### config.mk
export PLATFORM = sky130hd
export DESIGN_NAME = nes_env_path
export DESIGN_NICKNAME = d
export VERILOG_FILES = /design/src/hdl/nes_pkg.sv /design/src/hdl/nes_env_path.sv
export SDC_FILE = /design/constraint.sdc
export NUM_CORES = 1
export LEC_CHECK = 0
export CAP_MARGIN = 0
export CORE_UTILIZATION = 42
export CTS_CLUSTER_SIZE = 30
export DETAILED_ROUTE_END_ITERATION = 7
export DONT_BUFFER_PORTS = 1
export GPL_ROUTABILITY_DRIVEN = 0
export GPL_TIMING_DRIVEN = 0
export MAX_ROUTING_LAYER = met4
export PLACE_DENSITY = 0.56
export SLEW_MARGIN = 40
export SYNTH_ARGS = -nofsm -noshare
export SYNTH_HDL_FRONTEND = slang
export SYNTH_SLANG_ARGS = --single-unit
export TNS_END_PERCENT = 5
### constraint.sdc
create_clock -name clk -period 12.2 [get_ports clk]
set_input_delay 2.44 -clock clk [delete_from_list [all_inputs] [get_ports clk]]
set_output_delay 2.44 -clock clk [all_outputs]
set_load 0.01 [all_outputs]
### src/hdl/nes_pkg.sv
// shared types and constants of the note envelope sequencer
package nes_pkg;

  localparam int OUT_ENVS = 7;
  localparam int KIND_W = 3;
  localparam int ENV_ID_W = 3;
  localparam int PHASE_W = 2;
  localparam int VALUE_W = 16;
  localparam int ENTRY_W = 8;
  localparam int MASK_W = 7;
  localparam int IN_DATA_W = 64;
  localparam int OUT_DATA_W = 120;
  localparam int CFG_INDEX_W = 2;
  localparam int CFG_DATA_W = 7;
  localparam int TICKS_W = 11;

  // item kinds
  localparam logic [KIND_W-1:0] KIND_LOAD_BYTE = 3'd0;
  localparam logic [KIND_W-1:0] KIND_LOAD_DESC = 3'd1;
  localparam logic [KIND_W-1:0] KIND_NOTE_ON   = 3'd2;
  localparam logic [KIND_W-1:0] KIND_TICK      = 3'd3;
  localparam logic [KIND_W-1:0] KIND_STOP      = 3'd4;

  // note phases
  localparam logic [PHASE_W-1:0] PHASE_OFF      = 2'd0;
  localparam logic [PHASE_W-1:0] PHASE_HELD     = 2'd1;
  localparam logic [PHASE_W-1:0] PHASE_RELEASED = 2'd2;

  // configuration register indexes
  localparam logic [CFG_INDEX_W-1:0] REG_UNSIGNED_MASK = 2'd0;
  localparam logic [CFG_INDEX_W-1:0] REG_VOLUME_INDEX  = 2'd1;
  localparam logic [CFG_INDEX_W-1:0] REG_PITCH_INDEX   = 2'd2;

  localparam logic [MASK_W-1:0]   MASK_RESET  = 7'd9;
  localparam logic [ENV_ID_W-1:0] VOL_RESET   = 3'd0;
  localparam logic [ENV_ID_W-1:0] PITCH_RESET = 3'd2;
  localparam logic [VALUE_W-1:0]  VOL_DEFAULT = 16'd255;

  typedef struct packed {
    logic [MASK_W-1:0]   unsigned_mask;
    logic [ENV_ID_W-1:0] volume_env_index;
    logic [ENV_ID_W-1:0] pitch_rel_index;
  } nes_cfg_t;

  typedef struct packed {
    logic       on;
    logic [6:0] len;
    logic [5:0] loop;
    logic [6:0] rel;
  } nes_desc_t;

  typedef struct packed {
    logic                en;
    logic [ENV_ID_W-1:0] id;
    nes_desc_t           desc;
  } nes_desc_wr_t;

  typedef struct packed {
    logic                issue;
    logic                rewind;
    logic [ENV_ID_W-1:0] env;
    logic [PHASE_W-1:0]  phase;
  } nes_seq_t;

endpackage

### src/hdl/nes_env_path.sv
// envelope datapath: descriptors, cursors, values, step logic and write-back stage
module nes_env_path #(
  parameter int ENV_COUNT = 7,
  parameter int MAX_ENV_LEN = 64
) (
  input  logic                                   clk,
  input  logic                                   rst_n,
  input  nes_pkg::nes_cfg_t                      cfg,
  input  nes_pkg::nes_desc_wr_t                  desc_wr,
  input  nes_pkg::nes_seq_t                      seq,
  output logic                                   ram_re,
  output logic [$clog2(ENV_COUNT*MAX_ENV_LEN)-1:0] ram_raddr,
  input  logic [nes_pkg::ENTRY_W-1:0]            ram_rdata,
  output logic [nes_pkg::VALUE_W-1:0]            values [ENV_COUNT]
);
  import nes_pkg::*;

  localparam int EW = (ENV_COUNT > 1) ? $clog2(ENV_COUNT) : 1;
  localparam int AW = $clog2(ENV_COUNT * MAX_ENV_LEN);
  localparam int CW = $clog2(MAX_ENV_LEN + 1);
  localparam int KW = ((CW > 7) ? CW : 7) + 1;

  typedef enum logic [1:0] {
    WB_CURSOR = 2'd0,
    WB_LOAD   = 2'd1,
    WB_ADD    = 2'd2,
    WB_CONST  = 2'd3
  } wb_op_t;

  nes_desc_t         desc_r  [ENV_COUNT];
  logic [CW-1:0]      cur_r   [ENV_COUNT];
  logic [VALUE_W-1:0] value_r [ENV_COUNT];

  logic               pend_valid_r;
  logic [ENV_ID_W-1:0] pend_env_r;
  logic [CW-1:0]      pend_cur_r;
  wb_op_t             pend_op_r;
  logic [VALUE_W-1:0] pend_const_r;

  logic               iss_valid;
  logic [CW-1:0]      iss_cur;
  wb_op_t             iss_op;
  logic [VALUE_W-1:0] iss_const;
  logic [KW-1:0]      rd_pos;

  nes_desc_t          d;
  logic [KW-1:0]      len_k, cur_k, nc, rel_k, loop_k, tgt;
  logic               held, is_pitch, is_vol;

  logic [7:0]         mask8;
  logic [VALUE_W-1:0] ext;
  logic signed [VALUE_W:0] sum;
  logic [VALUE_W-1:0] sat;

  always_comb begin
    d        = desc_r[seq.env[EW-1:0]];
    cur_k    = KW'(cur_r[seq.env[EW-1:0]]);
    len_k    = KW'(d.len);
    if (len_k == '0) begin
      len_k = KW'(1);
    end
    if (len_k > KW'(MAX_ENV_LEN)) begin
      len_k = KW'(MAX_ENV_LEN);
    end
    nc       = cur_k + KW'(1);
    rel_k    = KW'(d.rel);
    loop_k   = KW'(d.loop);
    held     = (seq.phase == PHASE_HELD);
    is_pitch = (4'(seq.env) == 4'(cfg.pitch_rel_index));
    is_vol   = (4'(seq.env) == 4'(cfg.volume_env_index));
    tgt      = nc;

    iss_valid = 1'b0;
    iss_cur   = cur_r[seq.env[EW-1:0]];
    iss_op    = WB_CURSOR;
    iss_const = '0;
    rd_pos    = '0;
    ram_re    = 1'b0;

    if (seq.issue) begin
      if (seq.rewind) begin
        iss_valid = 1'b1;
        iss_cur   = '0;
        if (d.on) begin
          iss_op = WB_LOAD;
          ram_re = 1'b1;
        end else begin
          iss_op    = WB_CONST;
          iss_const = is_vol ? VOL_DEFAULT : '0;
        end
      end else if (d.on) begin
        if (is_pitch) begin
          // accumulating envelope stops once the cursor reaches the length
          if (cur_k < len_k) begin
            iss_valid = 1'b1;
            iss_cur   = CW'(nc);
            if (nc < len_k) begin
              iss_op = WB_ADD;
              ram_re = 1'b1;
              rd_pos = nc;
            end
          end
        end else begin
          if ((held && nc >= rel_k) || nc >= len_k) begin
            if (held) begin
              tgt = (loop_k >= len_k) ? len_k - KW'(1) : loop_k;
            end else begin
              tgt = len_k - KW'(1);
            end
          end
          iss_valid = 1'b1;
          iss_cur   = CW'(tgt);
          iss_op    = WB_LOAD;
          ram_re    = 1'b1;
          rd_pos    = tgt;
        end
      end
    end
    ram_raddr = AW'(32'(seq.env) * MAX_ENV_LEN + 32'(rd_pos));
  end

  // write-back side: raw byte from the ram, sign handling, pitch saturation
  always_comb begin
    mask8 = {1'b0, cfg.unsigned_mask};
    if (mask8[pend_env_r]) begin
      ext = {8'd0, ram_rdata};
    end else begin
      ext = {{8{ram_rdata[7]}}, ram_rdata};
    end
    sum = $signed({value_r[pend_env_r[EW-1:0]][VALUE_W-1], value_r[pend_env_r[EW-1:0]]})
        + $signed({ext[VALUE_W-1], ext});
    if (sum[VALUE_W] != sum[VALUE_W-1]) begin
      sat = sum[VALUE_W] ? 16'h8000 : 16'h7fff;
    end else begin
      sat = sum[VALUE_W-1:0];
    end
  end

  always_ff @(posedge clk) begin
    if (!rst_n) begin
      pend_valid_r <= 1'b0;
    end else begin
      pend_valid_r <= iss_valid;
    end
    pend_env_r   <= seq.env;
    pend_cur_r   <= iss_cur;
    pend_op_r    <= iss_op;
    pend_const_r <= iss_const;
  end

  always_ff @(posedge clk) begin
    if (!rst_n) begin
      for (int e = 0; e < ENV_COUNT; e++) begin
        desc_r[e]  <= '0;
        cur_r[e]   <= '0;
        value_r[e] <= (4'(e) == 4'(VOL_RESET)) ? VOL_DEFAULT : '0;
      end
    end else begin
      if (desc_wr.en) begin
        desc_r[desc_wr.id[EW-1:0]] <= desc_wr.desc;
      end
      if (pend_valid_r) begin
        cur_r[pend_env_r[EW-1:0]] <= pend_cur_r;
        case (pend_op_r)
          WB_LOAD:  value_r[pend_env_r[EW-1:0]] <= ext;
          WB_ADD:   value_r[pend_env_r[EW-1:0]] <= sat;
          WB_CONST: value_r[pend_env_r[EW-1:0]] <= pend_const_r;
          default:  ;
        endcase
      end
    end
  end

  assign values = value_r;

endmodule

==> flow_summary.yaml <==
route:
  ant_nets: 0
  route.met2.wl_um: 30940
  routed_wirelength_um: 71790
  routed.top_layer: "met4"
  wl_met3_um: 8500
  vias: 16190
  drc: 0
  vias_per_cell: 6.446
  route.detailed.wl_per_inst_um: 28.59
  dr.pass1.iters: 8
  detail_route.iter0.violations: 2182
  drt-met1-wl_um: 29160
die:
  dieHeight_um: 212.2
  die_w_um: 212.2
  initial_utilization_pct: 42.81
  rows: 76
  dieArea_sq_um: 45040
  core_area_sq_um: 43360
  ios: 177
power_and_ir_drop:
  p_leak_nw: 7.648
  peakVddDrop_mv: 0.09206
  power_density_nw_per_um2: 152.0
worst_setup_path:
  crit_path_end_kind: "output port"
  cp_max_fo: 10
  cp_slowest_cell: "clkbuf_1"
  cpLargestDelayFamily: "buffers and inverters"
  reg2reg_slack_ps: 4970
  max_stage_delay_ps: 550
  required_ps: 9760
  crit_cells: 22
  critPathArrivalTime_ps: 8390
  path_buf_inv: 5
  r2r-start: "pend_env_r[2]$_DFF_P_"
  startpoint_type: "input port"
  critPathKind: "in2out"
  crit_chain: "clkbuf_1, clkbuf_2, buf_2, nand2_1, nand2_1, ha_1, o21ai_1, nand3b_1, xnor2_1, ha_1, and3_1, a221oi_1, o21ai_0, a211oi_4, buf_6, and2_1, nand2_1, a211oi_1, ha_1, inv_1, fa_1, xnor2_1"
  r2r_cells: 20
timing:
  max_freq_ghz: 0.09229
  period_needed_ps: 10830
  slew_viol_final: 0
  setup_tns_ps: 0
  rsz0062_at_grt: "no"
  slew_headroom_pct: 37.07
  setup_violations: 0
  fin_hold_ws_ps: 454.8
  finalCritPeriodShare_pct: 88.81
  finalHoldViolCount: 0
  fin_skew_ps: 31.50
  worstMarginPinSlew_ps: 943.9
logic_synthesis:
  ys_ff_latch: 350
  synthCells: 1847
  synth.most_common_cell: "nor2_1"
  synth_warnings: 0
  ys_types: 82
  ys_async_sr_fraction_pct: 0
  syn_nets: 1952
  synth_top_area_cell: "edfxtp_1"
  synth-edff-count: 196
  synthesis.area_sq_um: 18560
  avgSynthCellArea_sq_um: 10.05
  synth.top_cell.area_share_pct: 31.71
  synthFlopType: "edfxtp_1"
  yosys-top-cells-area: "edfxtp_1 (32%), dfxtp_1 (17%), nor2_1 (5.6%)"
  ys_top_cells_by_count: "nor2_1 (277), edfxtp_1 (196), dfxtp_1 (154), nand2_1 (151), o21ai_0 (140)"
  synth-seq-area-share_pct: 48.31
min_path:
  min_to: "cur_r[6][6]$_SDFFE_PN0P_"
  holdCritPathClass: "reg2reg"
  min_path_cells: 2
  holdCritStartpoint: "pend_cur_r[6]$_DFF_P_"
global_routing:
  first_global_vias: 15520
  grt_max_degree: 22
  antenna_found_initial: 0
  grtUsageTotal_pct: 32.70
  grt_pass1_wl_um: 103700
  overflow: 0
clock_tree:
  ctsHoldBuffers: 0
  post_cts_resized: 0
  cts-root-buf: "clkbuf_16"
  clk_latency_ps: 600
  path_clk_slew_ps: 60
  cts_tree: "built"
  cts_setup_buffers: 0
  cts_buffer_depth: 3
  htree_levels: 2
  cts_buffers: 41
  clock-sinks: 350
cells_and_area:
  fin_area_sq_um: 20770
  drive_gt1_share_pct: 10.33
  antennaDiodeCount: 0
  nNetsFinal: 1999
  syn_to_final_growth_pct: 11.92
run_status:
  status: "complete, no violations"
placed_design:
  dp_hpwl_um: 50790
  placed_area_sq_um: 19400
  numPortBuffers: 0
job:
  cap_violations: 0
==> tightest hold or removal path, stage by stage (launching register included) <==
cell     delay (ps)
dfxtp_1         310
nand2_1          50
a21oi_1          50
==> layout make-up <==
| cell class | count | area (sq um) |
|---|---|---|
| timing repair buffer | 4 | 37.54 |
| clock inverter | 21 | 173.9 |
| tap | 585 | 732.0 |
| clock buffer | 54 | 1165 |
| inverter | 63 | 236.5 |
| fill | 4147 | 22590 |
| sequential | 350 | 8969 |
| multi-input combinational | 1306 | 8870 |
| buffer | 128 | 591.8 |
==> cell usage in the layout (no fill, tap or decap), drive strengths merged, types with 6 or more instances in the layout <==
master  count
a221oi     18
a221o       8
mux2i      41
o221ai     18
ha         48
nand2b     20
nor4        9
nor2      278
nand4       9
o21a       13
clkbuf    152
o31ai       9
xnor2      17
a41oi       8
a211oi     28
dfxtp     154
o21ai     147
buf        34
nand2     151
o22ai      16
xor2        7
mux4       50
nor3       18
and3       10
a22oi      27
o41ai       6
a31oi      18
edfxtp    196
a22o        9
and2        9
a21oi     140
nor2b      17
o211ai     11
nand3      35
inv        61
clkinv     21
mux2       22
a21o       17
o221a      12
==> worst max-delay path by stage <==
stage | from | endpoint | slack [ps]
global route | seq[3] | ram_raddr[8] | 990
floorplan | seq[3] | ram_raddr[8] | 2800
global placement | seq[3] | ram_raddr[8] | 560
detailed placement | seq[3] | ram_raddr[8] | 1400
CTS | seq[3] | ram_raddr[8] | 1400
finish | seq[3] | ram_raddr[8] | 1370
==> logic make-up (layout without fill, tap and decap cells) <==
kind of cell | count (synthesis) | in the layout | share of synthesized area, %
multiplexers | 113 | 113 | 10.08
buffers and inverters | 191 | 270 | 4.381
other | 1 | 1 | 0.02020
AND/OR/NAND/NOR | 575 | 575 | 13.43
flip-flops | 350 | 350 | 48.31
adder cells (fa/ha/maj) | 50 | 50 | 3.451
XOR/XNOR | 24 | 24 | 1.132
AO/OA/AOI/OAI | 543 | 543 | 19.19
==> per-stage QoR <==
step | utilization [%] | setup WS [ps] | total power, mW | std cells
floorplan | - | 2796 | 1.716 | 1847
global placement | 44.50 | 562.0 | 1.912 | 2432
detailed placement | 44.75 | 1398 | 1.924 | 2436
CTS | 47.84 | 1397 | 3.142 | 2511
global route | 47.91 | 988.8 | 3.246 | 2511
finish | 47.91 | 1365 | 3.158 | 2511
==> report_power, final <==
| part | internal [mW] | switching [mW] | leakage (nW) |
|---|---|---|---|
| Clock | 0.717 | 0.514 | 0.664 |
| Sequential | 1.29 | 0.0274 | 3.12 |
| Combinational | 0.177 | 0.430 | 3.86 |
| Total | 2.19 | 0.970 | 7.65 |
==> per-layer routing <==
metal | vias up | global-route usage [%]
met4 | 0 | 13.99
met2 | 1061 | 46.75
met3 | 227 | 9.645
met5 | - | -
met1 | 7913 | 42.97
li1 | 6985 | -
(Power assumes the default switching activity.)
